===== src/hw/rtl/tssm_pkg.sv =====
// Shared types and constants for the two-stacks shared memory unit.
// No dependencies; used by the controller, the datapath and the top level.
`timescale 1ns / 1ps

package tssm_pkg;

   localparam int ReqDataW  = 40;
   localparam int RspDataW  = 48;
   localparam int WordW     = 32;
   localparam int CmdW      = 3;
   localparam int StatusW   = 2;
   localparam int CountW    = 5;

   typedef enum logic [CmdW-1:0] {
      CMD_PUSH_ONE = 3'd0,
      CMD_PUSH_TWO = 3'd1,
      CMD_POP_ONE  = 3'd2,
      CMD_POP_TWO  = 3'd3,
      CMD_PEEK_ONE = 3'd4,
      CMD_PEEK_TWO = 3'd5
   } cmd_type;

   typedef enum logic [StatusW-1:0] {
      ST_OK        = 2'd0,
      ST_OVERFLOW  = 2'd1,
      ST_UNDERFLOW = 2'd2
   } status_type;

   typedef enum logic [1:0] {
      S_IDLE = 2'd0,
      S_EXEC = 2'd1,
      S_RESP = 2'd2
   } state_type;

   // Controller to datapath commands.
   typedef struct packed {
      logic load;   // capture the request fields
      logic exec;   // perform the operation and the memory access
   } dp_cmd_type;

endpackage


===== src/hw/rtl/tssm_ctrl.sv =====
// Sequencer for the two-stacks shared memory unit.
// Depends on tssm_pkg for the state and datapath command types.
`timescale 1ns / 1ps

module tssm_ctrl (
   input  logic                 clock,
   input  logic                 reset,
   input  logic                 req_tvalid,
   output logic                 req_tready,
   output logic                 rsp_tvalid,
   input  logic                 rsp_tready,
   output tssm_pkg::dp_cmd_type dp_cmd
);

   tssm_pkg::state_type state_ff;
   tssm_pkg::state_type state_in;

   always_ff @(posedge clock) begin
      if (reset) begin
         state_ff <= tssm_pkg::S_IDLE;
      end else begin
         state_ff <= state_in;
      end
   end

   always_comb begin
      state_in    = state_ff;
      req_tready  = 1'b0;
      rsp_tvalid  = 1'b0;
      dp_cmd.load = 1'b0;
      dp_cmd.exec = 1'b0;
      case (state_ff)
         tssm_pkg::S_IDLE: begin
            req_tready = 1'b1;
            if (req_tvalid) begin
               dp_cmd.load = 1'b1;
               state_in    = tssm_pkg::S_EXEC;
            end
         end
         tssm_pkg::S_EXEC: begin
            dp_cmd.exec = 1'b1;
            state_in    = tssm_pkg::S_RESP;
         end
         tssm_pkg::S_RESP: begin
            // hold the result until the transfer completes
            rsp_tvalid = 1'b1;
            if (rsp_tready) begin
               state_in = tssm_pkg::S_IDLE;
            end
         end
         default: begin
            state_in = tssm_pkg::S_IDLE;
         end
      endcase
   end

endmodule


===== src/hw/rtl/tssm_datapath.sv =====
// Datapath of the two-stacks shared memory unit: stack depths, shared word
// memory and result registers. Depends on tssm_pkg for types and widths.
`timescale 1ns / 1ps

module tssm_datapath #(
   parameter int DEPTH = 16
) (
   input  logic                               clock,
   input  logic                               reset,
   input  tssm_pkg::dp_cmd_type               dp_cmd,
   input  logic [tssm_pkg::CmdW-1:0]          cmd,
   input  logic signed [tssm_pkg::WordW-1:0]  push_value,
   output logic signed [tssm_pkg::WordW-1:0]  read_value,
   output logic [tssm_pkg::StatusW-1:0]       status,
   output logic [tssm_pkg::CountW-1:0]        count_one,
   output logic [tssm_pkg::CountW-1:0]        count_two
);

   localparam int AW = (DEPTH > 1) ? $clog2(DEPTH) : 1;
   localparam int CW = $clog2(DEPTH + 1);
   localparam logic [CW-1:0] DepthCw  = CW'(DEPTH);
   localparam logic [CW:0]   DepthSum = (CW + 1)'(DEPTH);

   tssm_pkg::cmd_type                cmd_ff;
   logic signed [tssm_pkg::WordW-1:0] value_ff;
   logic [CW-1:0]                    depth_one_ff, depth_one_in;
   logic [CW-1:0]                    depth_two_ff, depth_two_in;
   logic [tssm_pkg::WordW-1:0]       store [DEPTH];
   logic [tssm_pkg::WordW-1:0]       rd_data_ff;
   tssm_pkg::status_type             status_ff, status_in;
   logic                             use_mem_ff, use_mem_in;

   logic [CW:0]   used_sum;
   logic          full;
   logic [CW-1:0] top_one;     // stack one top word
   logic [CW-1:0] top_two;     // stack two top word
   logic [CW-1:0] below_two;   // next free word of stack two
   logic          wr_en;
   logic [AW-1:0] wr_addr;
   logic [AW-1:0] rd_addr;

   always_comb begin
      used_sum     = {1'b0, depth_one_ff} + {1'b0, depth_two_ff};
      full         = (used_sum >= DepthSum);
      top_one      = depth_one_ff - CW'(1);
      top_two      = DepthCw - depth_two_ff;
      below_two    = top_two - CW'(1);
      depth_one_in = depth_one_ff;
      depth_two_in = depth_two_ff;
      status_in    = tssm_pkg::ST_OK;
      use_mem_in   = 1'b0;
      wr_en        = 1'b0;
      wr_addr      = depth_one_ff[AW-1:0];
      rd_addr      = top_one[AW-1:0];
      case (cmd_ff)
         tssm_pkg::CMD_PUSH_ONE: begin
            if (full) begin
               status_in = tssm_pkg::ST_OVERFLOW;
            end else begin
               wr_en        = 1'b1;
               depth_one_in = depth_one_ff + CW'(1);
            end
         end
         tssm_pkg::CMD_PUSH_TWO: begin
            wr_addr = below_two[AW-1:0];
            if (full) begin
               status_in = tssm_pkg::ST_OVERFLOW;
            end else begin
               wr_en        = 1'b1;
               depth_two_in = depth_two_ff + CW'(1);
            end
         end
         tssm_pkg::CMD_POP_ONE, tssm_pkg::CMD_PEEK_ONE: begin
            if (depth_one_ff == '0) begin
               status_in = tssm_pkg::ST_UNDERFLOW;
            end else begin
               use_mem_in = 1'b1;
               if (cmd_ff == tssm_pkg::CMD_POP_ONE) begin
                  depth_one_in = top_one;
               end
            end
         end
         tssm_pkg::CMD_POP_TWO, tssm_pkg::CMD_PEEK_TWO: begin
            rd_addr = top_two[AW-1:0];
            if (depth_two_ff == '0) begin
               status_in = tssm_pkg::ST_UNDERFLOW;
            end else begin
               use_mem_in = 1'b1;
               if (cmd_ff == tssm_pkg::CMD_POP_TWO) begin
                  depth_two_in = depth_two_ff - CW'(1);
               end
            end
         end
         default: begin
            // unused codes: no change, plain ok result
         end
      endcase
   end

   always_ff @(posedge clock) begin
      if (reset) begin
         depth_one_ff <= '0;
         depth_two_ff <= '0;
      end else if (dp_cmd.exec) begin
         depth_one_ff <= depth_one_in;
         depth_two_ff <= depth_two_in;
      end
   end

   always_ff @(posedge clock) begin
      if (dp_cmd.load) begin
         cmd_ff   <= tssm_pkg::cmd_type'(cmd);
         value_ff <= push_value;
      end
      if (dp_cmd.exec) begin
         status_ff  <= status_in;
         use_mem_ff <= use_mem_in;
      end
   end

   always_ff @(posedge clock) begin
      if (dp_cmd.exec && wr_en) begin
         store[wr_addr] <= value_ff;
      end
      if (dp_cmd.exec) begin
         rd_data_ff <= store[rd_addr];
      end
   end

   always_comb begin
      if (use_mem_ff) begin
         read_value = rd_data_ff;
      end else if (status_ff == tssm_pkg::ST_UNDERFLOW) begin
         read_value = '1;
      end else begin
         read_value = '0;
      end
   end

   assign status    = status_ff;
   assign count_one = tssm_pkg::CountW'(depth_one_ff);
   assign count_two = tssm_pkg::CountW'(depth_two_ff);

endmodule


===== src/hw/rtl/two_stacks_shared_memory_unit.sv =====
// Two stacks sharing one memory: top level. After the request transfer the
// unit executes the command with one memory access, then presents the
// registered result on rsp_tvalid. One item at a time: a new request is taken
// the cycle after the response transfer, so items never overlap; this is set
// by the sequencer. Synchronous active-high reset empties both
// stacks; memory words are not cleared and hold no meaning until pushed.
// Depends on tssm_pkg, tssm_ctrl and tssm_datapath.
`timescale 1ns / 1ps

module two_stacks_shared_memory_unit #(
   parameter int DEPTH = 16   // shared words, 2 .. 31
) (
   input  logic                            clock,
   input  logic                            reset,
   // request channel
   input  logic                            req_tvalid,
   output logic                            req_tready,
   input  logic [tssm_pkg::ReqDataW-1:0]   req_tdata,  // cmd[2:0], push_value[34:3]
   // response channel
   output logic                            rsp_tvalid,
   input  logic                            rsp_tready,
   output logic [tssm_pkg::RspDataW-1:0]   rsp_tdata   // read_value[31:0], status[33:32],
                                                       // count_one[38:34], count_two[43:39]
);

   tssm_pkg::dp_cmd_type dp_cmd;

   logic [tssm_pkg::CmdW-1:0]          req_cmd;
   logic signed [tssm_pkg::WordW-1:0]  req_push_value;
   logic signed [tssm_pkg::WordW-1:0]  rsp_read_value;
   logic [tssm_pkg::StatusW-1:0]       rsp_status;
   logic [tssm_pkg::CountW-1:0]        rsp_count_one;
   logic [tssm_pkg::CountW-1:0]        rsp_count_two;

   // Unpack the request transfer; upper pad bits carry nothing.
   assign req_cmd        = req_tdata[2:0];
   assign req_push_value = req_tdata[34:3];

   // Sequencer: idle, execute, present response.
   tssm_ctrl u_ctrl (
      .clock      (clock),
      .reset      (reset),
      .req_tvalid (req_tvalid),
      .req_tready (req_tready),
      .rsp_tvalid (rsp_tvalid),
      .rsp_tready (rsp_tready),
      .dp_cmd     (dp_cmd)
   );

   // Stack pointers, shared memory and result registers.
   tssm_datapath #(
      .DEPTH (DEPTH)
   ) u_datapath (
      .clock      (clock),
      .reset      (reset),
      .dp_cmd     (dp_cmd),
      .cmd        (req_cmd),
      .push_value (req_push_value),
      .read_value (rsp_read_value),
      .status     (rsp_status),
      .count_one  (rsp_count_one),
      .count_two  (rsp_count_two)
   );

   // Pack the response, lowest field first, zero padded to whole bytes.
   assign rsp_tdata = {4'b0000, rsp_count_two, rsp_count_one, rsp_status, rsp_read_value};

endmodule

===== config.mk =====
export PLATFORM = sky130hd
export DESIGN_NAME = two_stacks_shared_memory_unit
export DESIGN_NICKNAME = d
export VERILOG_FILES = /design/src/hw/rtl/tssm_pkg.sv /design/src/hw/rtl/tssm_ctrl.sv /design/src/hw/rtl/tssm_datapath.sv /design/src/hw/rtl/two_stacks_shared_memory_unit.sv
export SDC_FILE = /design/constraint.sdc
export NUM_CORES = 1
export LEC_CHECK = 0
export BUFFER_PORTS_ARGS = -buffer_cell sky130_fd_sc_hd__buf_4
export CAP_MARGIN = 20
export CELL_PAD_IN_SITES_DETAIL_PLACEMENT = 1
export CELL_PAD_IN_SITES_GLOBAL_PLACEMENT = 1
export CORE_MARGIN = 2
export CORE_UTILIZATION = 40
export CTS_BUF_LIST = sky130_fd_sc_hd__clkbuf_4 sky130_fd_sc_hd__clkbuf_8 sky130_fd_sc_hd__clkbuf_16
export DETAILED_ROUTE_END_ITERATION = 8
export PLACE_DENSITY_LB_ADDON = 0.08
export RECOVER_POWER = 100
export SYNTH_ARGS = -nofsm -noshare
export SYNTH_HDL_FRONTEND = slang
export SYNTH_SLANG_ARGS = --single-unit

===== constraint.sdc =====
create_clock -name clock -period 10.6 [get_ports clock]
set_clock_uncertainty 0.1 [all_clocks]
set_input_delay 2.12 -clock clock [delete_from_list [all_inputs] [get_ports clock]]
set_output_delay 2.12 -clock clock [all_outputs]
set_load 0.02 [all_outputs]

**Word-level counts from Yosys, hierarchy flattened**

Memories as Yosys holds them, arrays and structs flattened. A register that Yosys moved wholly into a read port is not among the register bits.
Index checks and enable logic that the tools add are counted.

- Bits in registers: 50
- Memories kept: 1
- Output and inout bits: 50
- Input bits: 44
- Bits in writable memories: 512
- Word-level logic and storage cells: 76

- Equality and inequality tests: 16
- Add/subtract/negate cells: 7
- Reductions and logical operators: 13
- Mux-type cells: 31
- Order comparisons: 1

Memory list:

| name | words | width | read ports | clocked after memory_dff | wr ports | line | RTL |
|---|---|---|---|---|---|---|---|
| u_datapath.store | 16 | 32 | 1 | 1 | 1 | tssm_datapath.sv:28 | `logic [tssm_pkg::WordW-1:0] store [DEPTH];` |

Operators with widths:

| kind | count |
|---|---|
| $mux 32 | 2 |
| $mux 5 | 6 |
| $pmux 5 s2 | 2 |
| $mux 1 | 12 |
| $ne 2x2->1 const B | 6 |
| $pmux 2 s3 | 2 |
| $add 5x1->5 const B | 2 |
| $logic_not 5->1 | 2 |
| $reduce_and 5->1 | 2 |
| $sub 5x1->5 const B | 2 |
| $mux 2 | 4 |
| $mux 4 | 2 |
| $add 5x5->6 | 1 |
| $eq 3x2->1 const B | 2 |
| $eq 3x3->1 const B | 2 |
| $ge 6x5->1 const B | 1 |
| $reduce_or 2->1 | 3 |
| $eq 2x2->1 const B | 2 |
| $ne 2x1->1 const B | 2 |
| $reduce_bool 2->1 | 2 |
| $sub 1x4->4 const A | 1 |
| $sub 4x1->4 const B | 1 |
| $eq 3x1->1 const B | 1 |
| $logic_not 3->1 | 1 |
| 5 further kinds | 5 |

**Logic depth before layout (Yosys ltp)**

Gate-level depths: netlist (run 1).

- Depth in word-level cells: 7
- Gate-level depth with buffers: 11
- Depth with buffers taken out: 9

**Modules after synthesis**

A second synthesis (run 1) with hierarchy kept.

- Cells, all modules: 1640
- Area, all modules: 25672.1 um^2

By module, submodules not included:

| module | times used | seq. area each (um^2) | area each (um^2) | cells an instance |
|---|---|---|---|---|
| tssm_datapath | 1 | 17677.0 | 25530.7 | 1625 |
| tssm_ctrl | 1 | 40.0 | 107.6 | 10 |
| two_stacks_shared_memory_unit | 1 | 0.0 | 33.8 | 5 |

**Worst setup path after synthesis (run 1)**

OpenSTA, ideal clock, no wires.

- Path kind: register to register
- From: register u_ctrl.state_ff[0]
- To: memory u_datapath.store[0][0] (netlist bit), enable pin
- Cell stages (with the launch flop): 6
- Required time: 10079 ps
- Period minus slack after synthesis: 5057 ps
- Path slack: 5543 ps
- Path buffers: 0
- Arrival: 4536 ps
- Library setup time: 421 ps
- Path through: dfxtp_1 -> nor2b_1 -> nand2_1 -> a211oi_4 -> or3b_1 -> nor2_1

- Word-level cells in the longest chain between the ends: 5

RTL lines:

| item | line | RTL |
|---|---|---|
| start, declared | tssm_ctrl.sv:15 | `tssm_pkg::state_type state_ff;` |
| start signal, assigned | tssm_ctrl.sv:20 | `state_ff <= tssm_pkg::S_IDLE;` |
| start signal, assigned | tssm_ctrl.sv:22 | `state_ff <= state_in;` |
| $eq 2x1->1 | tssm_ctrl.sv:32 | `case (state_ff)` |
| $mux 1 | tssm_ctrl.sv:32 |  |
| $logic_and 1x1->1 | tssm_datapath.sv:122 | `if (dp_cmd.exec && wr_en) begin` |
| $mux 1 | tssm_datapath.sv:122 |  |
| $mux 1 (not written as such) | tssm_datapath.sv:123 | `store[wr_addr] <= value_ff;` |
| end, declared | tssm_datapath.sv:28 |  |

Every way passes these cells.

**Final worst setup path (run 1)**

- From: register u_ctrl.state_ff[0]
- To: memory u_datapath.store[2][24] (netlist bit), enable pin

The elaborated chain is that of the path after synthesis.

==> run summary, run 1 <==
Crit path arrival time = 7460 ps
Post-CTS Setup Inserts = 0
Setup ws final = 3170 ps
Main synth FF type = edfxtp_1
Clock sinks = 594
Vias = 15100
Die area = 67900 um^2
Cell area after placement = 27900 um^2
Avg Cell Area, Syn = 15.5 um^2
Routed len/inst = 26.9 um
Max Transition Viols Final = 441
RSZ-0062 raised after global routing = false
Core area = 65500 um^2
Hold WC Path Type = flip-flop to flip-flop
Comb power frac = 8.0%
Die X = 261 um
Place WS = 5950 ps
Switch share = 23.6%
Largest net degree at the start of global routing = 151
Routed Antenna Nets = 0
Pwr Density = 180 nW/um^2
Layout Nets = 1821
Crit end category = flip-flop
Maximum VDD drop = 0.0900 mV
H-tree depth = 3
# port buffers = 84
Initial antenna violation count = 0
CP max FO = 38
WS Path Type = flip-flop to flip-flop
Pint = 0.00409 W
Rows = 94
Final period util = 70.1%
Initial core utilization = 40.2%
Post-synthesis sequential area ratio = 67.2%
HPWL Detailed = 35100 um
ANT cells = 0
CP Data Required Time = 10630 ps
Total GRT Usage = 21.6%
Netlist Area Pre-Place = 26400 um^2
Setup Viol. Count Final = 0
Vias in the first global route = 16200
I/O Pins = 94
Fin Hold WS = 443 ps
Synth cell types = 52
Total power = 0.00536 W
Maximum root-to-sink buffer count = 3
Violated checks = capacitance limit, slew limit
Placer congestion estimate = 0.715
CTS tree = built
P_sw = 0.00127 W
Relative slew slack = -141%
Crit path launch type = flip-flop
Inserted Clock Buffers = 69
Max-cap violations = 15
First-pass GRT wire length = 107000 um
# hold bufs at CTS = 0
Resize count post-CTS = 0
CTS clk-pin slew, worst paths = 60 ps
Synth warn = 0
Hold Fails Final Rpt = 0
Flops & latches, synth = 594
Area grow syn2layout = 12.7%
Status = finished with violations
Clock insertion delay at the later pin of the skew report = 590 ps
Drt total wl = 71900 um
Total grt overflow = 0
Vias per cell = 5.65
Setup TNS = 0 ps
Leakage = 9.15 nW
Flop pwr share = 49.9%
First-pass DRT Iterations = 5
Period minus WS final = 7430 ps
Fin area = 29700 um^2
Asr flop ratio synth = 0%
Clk network pwr share = 42.1%
Mapped Cells = 1703
Remaining DRCs = 0
Number of enable flip-flop cells after synthesis = 582
Clk root buf = clkbuf_16
Worst-Margin Slew = 3620 ps
Fmax = 135 MHz
Die Ht = 261 um
DR iter-0 viols = 941
Share of layout cells above drive strength 1 = 21.3%
[area by class of cell]
cell class                      instances  area (um^2)
Fill cell                            6350        35800
Sequential cell                       594        17700
Multi-Input combinational cell        977         8060
Inverter                                7         33.8
Clock buffer                           95         1970
Clock inverter                         23          159
Tap cell                              864         1080
Timing Repair Buffer                  116          691
[cells in the mapped netlist, types with 12 or more instances]
library cell / n / area share (%)
clkbuf_1: 86 / 1.2
a21oi_1: 14 / 0.27
mux2_2: 203 / 8.7
buf_6: 14 / 0.60
edfxtp_1: 582 / 66
nor2_1: 32 / 0.46
dfxtp_1: 12 / 0.91
nand4_1: 33 / 0.78
buf_2: 15 / 0.28
mux2_1: 55 / 2.4
nand2_1: 131 / 1.9
mux2i_1: 133 / 5.1
a21o_1: 36 / 1.0
o211ai_1: 256 / 7.3
[sequential cells by signal (all words and copies together), names as in the netlist]
register               cells
u_datapath.store         512
u_datapath.rd_data_ff     32
u_datapath.value_ff       32
u_datapath.count_one       5
u_datapath.count_two       5
u_datapath.cmd_ff          3
u_ctrl.state_ff            2
u_datapath.status          2
u_datapath.use_mem_ff      1
[placed cells by master, fill, tap and decap left out, types with 3 or more instances in the layout]
| cell | n |
|---|---|
| a211oi_1 | 3 |
| a21o_1 | 36 |
| a21oi_1 | 13 |
| a31oi_1 | 5 |
| buf_12 | 3 |
| buf_4 | 24 |
| clkbuf_1 | 58 |
| clkbuf_16 | 71 |
| clkbuf_4 | 53 |
| clkinv_1 | 11 |
| clkinv_2 | 6 |
| conb_1 | 4 |
| dfxtp_1 | 12 |
| edfxtp_1 | 582 |
| ha_1 | 11 |
| inv_1 | 6 |
| mux2_1 | 55 |
| mux2_2 | 203 |
| mux2i_1 | 133 |
| nand2_1 | 131 |
| nand3_1 | 3 |
| nand3b_1 | 4 |
| nand4_1 | 33 |
| nor2_1 | 25 |
| nor2_4 | 9 |
| nor2b_1 | 4 |
| nor3_1 | 6 |
| o211ai_1 | 256 |
| o21ai_0 | 5 |
| or3_1 | 4 |
| xnor2_1 | 5 |
| xor2_1 | 5 |
[through the flow]
stage	instances	util [%]
2_1_floorplan	1706	-
3_3_place_gp	2558	42.6
3_5_place_dp	2558	42.6
4_1_cts	2676	45.9
5_1_grt	2676	45.4
6_report	2676	45.4
[power by group through the flow]
stage	Combinational (W)	Clock [W]	Sequential, W
after global placement	0.000445	0	0.00272
after detailed placement	0.000450	0	0.00272
after global routing	0.000472	0.00240	0.00268
final	0.000428	0.00226	0.00268
after floorplan	0.000302	0	0.00270
after CTS	0.000451	0.00232	0.00267
[path summary, 6_finish.rpt]
kind	slack (ps)	startpoint	cells past startpoint	endpoint
max	3170	u_ctrl.state_ff[0]	7	u_datapath.store[2][24]
min	440	u_datapath.count_two[4]	2	u_datapath.count_two[4]
max reg2reg	3170	u_ctrl.state_ff[0]	7	u_datapath.store[2][24]
min reg2reg	440	u_datapath.count_two[4]	2	u_datapath.count_two[4]
[cells by family (layout without fill, tap and decap cells)]
family          Yosys count  in the layout  share of synthesized area (%)
compound gates          329            329                           9.29
xor+xnor                 11             11                          0.394
fa+ha+maj                12             12                          0.598
buf+inv                 135            241                           2.47
flops                   594            594                           67.2
mux                     391            391                           16.1
other cells               1              4                         0.0142
simple gates            230            230                           3.92
[layer usage]
metal | vias up | track usage, % | part of all wire [%]
met1 | 7953 | 29.5 | 47
met2 | 207 | 36.3 | 48
li1 | 6874 | - | -
met5 | - | 0 | 0
met4 | 0 | 5.19 | 2.1
met3 | 95 | 3.02 | 2.7
[worst max-delay path, cell delays in order, from the launching register on]
cell and delay (ps):
dfxtp_1 350, nor2b_2 140, clkbuf_1 2520, nand2_1 140, a211oi_1 860, or3b_1 590, nor2_4 120, clkbuf_1 2120
Note: power is estimated with default switching activity, not from simulation.
==> run 2: changes to the inputs <==
clock period = 6.7 ns   (was 10.6 ns; I/O delays follow)
==> run summary, run 2 (synthesis results as in run 1) <==
Place WS = 2220 ps
Resize count post-CTS = 0
Core area = 65500 um^2
Max Transition Viols Final = 323
Clock sinks = 594
Pint = 0.00643 W
Drt total wl = 70300 um
Vias in the first global route = 16200
CP max FO = 17
Crit path launch type = flip-flop
# hold bufs at CTS = 0
Total grt overflow = 0
RSZ-0062 raised after global routing = false
Switch share = 23.7%
Dpl cells = 2563
Largest net degree at the start of global routing = 138
Fillers = 6346
Hold Fails Final Rpt = 0
Final period util = 80.2%
Total power = 0.00843 W
Routed len/inst = 26.2 um
Die X = 261 um
Die area = 67900 um^2
Inserted Clock Buffers = 69
Die Ht = 261 um
Initial core utilization = 40.2%
Commonest non-fill, non-tap cell in the layout = edfxtp_1
Pwr Density = 284 nW/um^2
Most frequent cells in the layout = 582 x edfxtp_1, 256 x o211ai_1, 203 x mux2_2, 133 x mux2i_1, 132 x nand2_1
Setup ws final = 1330 ps
Leakage = 9.15 nW
Relative slew slack = -110%
Maximum root-to-sink buffer count = 3
Clk root buf = clkbuf_16
Hold WC Path Type = flip-flop to flip-flop
Total GRT Usage = 21.0%
Initial antenna violation count = 0
Status = finished with violations
Vias = 15200
Clk network pwr share = 41.6%
Final Non-Filler Cells = 2682
Rows = 94
Remaining DRCs = 0
Vias per cell = 5.68
Fmax = 186 MHz
CTS clk-pin slew, worst paths = 60 ps
Flop pwr share = 50.1%
Worst-Margin Slew = 3160 ps
DR iter-0 viols = 907
Placer congestion estimate = 0.740
Max reg flops = 512
Comb power frac = 8.2%
HPWL Detailed = 37800 um
Crit path arrival time = 3930 ps
Setup Viol. Count Final = 0
Maximum VDD drop = 0.208 mV
Share of layout cells above drive strength 1 = 21.1%
Crit end category = primary output
P_sw = 0.00200 W
Max-cap violations = 10
First-pass DRT Iterations = 5
Layout Nets = 1827
Post-CTS Setup Inserts = 0
WS Path Type = flip-flop to primary output
Routed Antenna Nets = 0
Period minus WS final = 5370 ps
Most flop-heavy register = u_datapath.store
CTS tree = built
Largest registers = u_datapath.store (512), u_datapath.rd_data_ff (32), u_datapath.value_ff (32)
Violated checks = capacitance limit, slew limit
First-pass GRT wire length = 105000 um
H-tree depth = 3
I/O Pins = 94
Area grow syn2layout = 12.8%
CP Data Required Time = 5260 ps
Clock insertion delay at the later pin of the skew report = 600 ps
Setup TNS = 0 ps
# port buffers = 84
run 2: cell count changes in the layout (fill, tap and decap cells not counted), sizes merged:
cell / change
inv: +2
clkinvlp: -1
clkinv: +5
clkbuf: -1
diode: +1
run 2: path summary, 6_finish.rpt:
kind / cells past startpoint / endpoint / slack (ps) / start
setup / recovery: 5 / rsp_tdata[23] / 1330 / u_datapath.use_mem_ff
hold / removal: 2 / u_datapath.count_two[4] / 460 / u_datapath.count_two[4]
setup reg to reg: 9 / u_datapath.store[13][16] / 1500 / u_datapath.count_two[0]
hold reg to reg: 2 / u_datapath.count_two[4] / 460 / u_datapath.count_two[4]
run 2: power by group through the flow:
| stage | registers [W] | clock network, W | logic, W |
|---|---|---|---|
| global route | 0.00424 | 0.00373 | 0.000759 |
| floorplan | 0.00427 | 0 | 0.000478 |
| global placement | 0.00430 | 0 | 0.000717 |
| CTS | 0.00423 | 0.00361 | 0.000725 |
| detailed placement | 0.00431 | 0 | 0.000722 |
| finish | 0.00423 | 0.00351 | 0.000694 |
run 2: critical path, cell delays in order (launching register included):
cell and delay (ps):
edfxtp_1 920, clkbuf_1 1180, nor3b_1 180, clkbuf_1 510, a21o_1 310, clkbuf_1 170
run 2: metrics by stage:
step | area, um^2 | hold WS [ps] | util (%)
floorplan | 26400 | 485 | -
global placement | 28000 | 428 | 42.7
detailed placement | 28000 | 445 | 42.7
CTS | 30100 | 455 | 45.9
global route | 29700 | 532 | 45.4
finish | 29700 | 457 | 45.4
run 2: area by class of cell:
type                       count  area [um^2]  share of cell area [%]
antenna                        1         2.50                 0.00842
clock inverter                29          173                   0.581
tap                          864         1080                    3.64
multi-input combinational    977         8050                    27.1
clock buffer                  88         1900                    6.41
sequential                   594        17700                    59.6
inverter                       7         33.8                   0.114
timing repair buffer         122          752                    2.53
run 2: metal layers:
| metal | vias up | track usage [%] | routed length [um] |
|---|---|---|---|
| met3 | 94 | 3.14 | 2050 |
| met2 | 234 | 35.9 | 35100 |
| met5 | - | 0 | 0 |
| met1 | 8019 | 28.0 | 31600 |
| li1 | 6880 | - | - |
| met4 | 0 | 5.21 | 1530 |
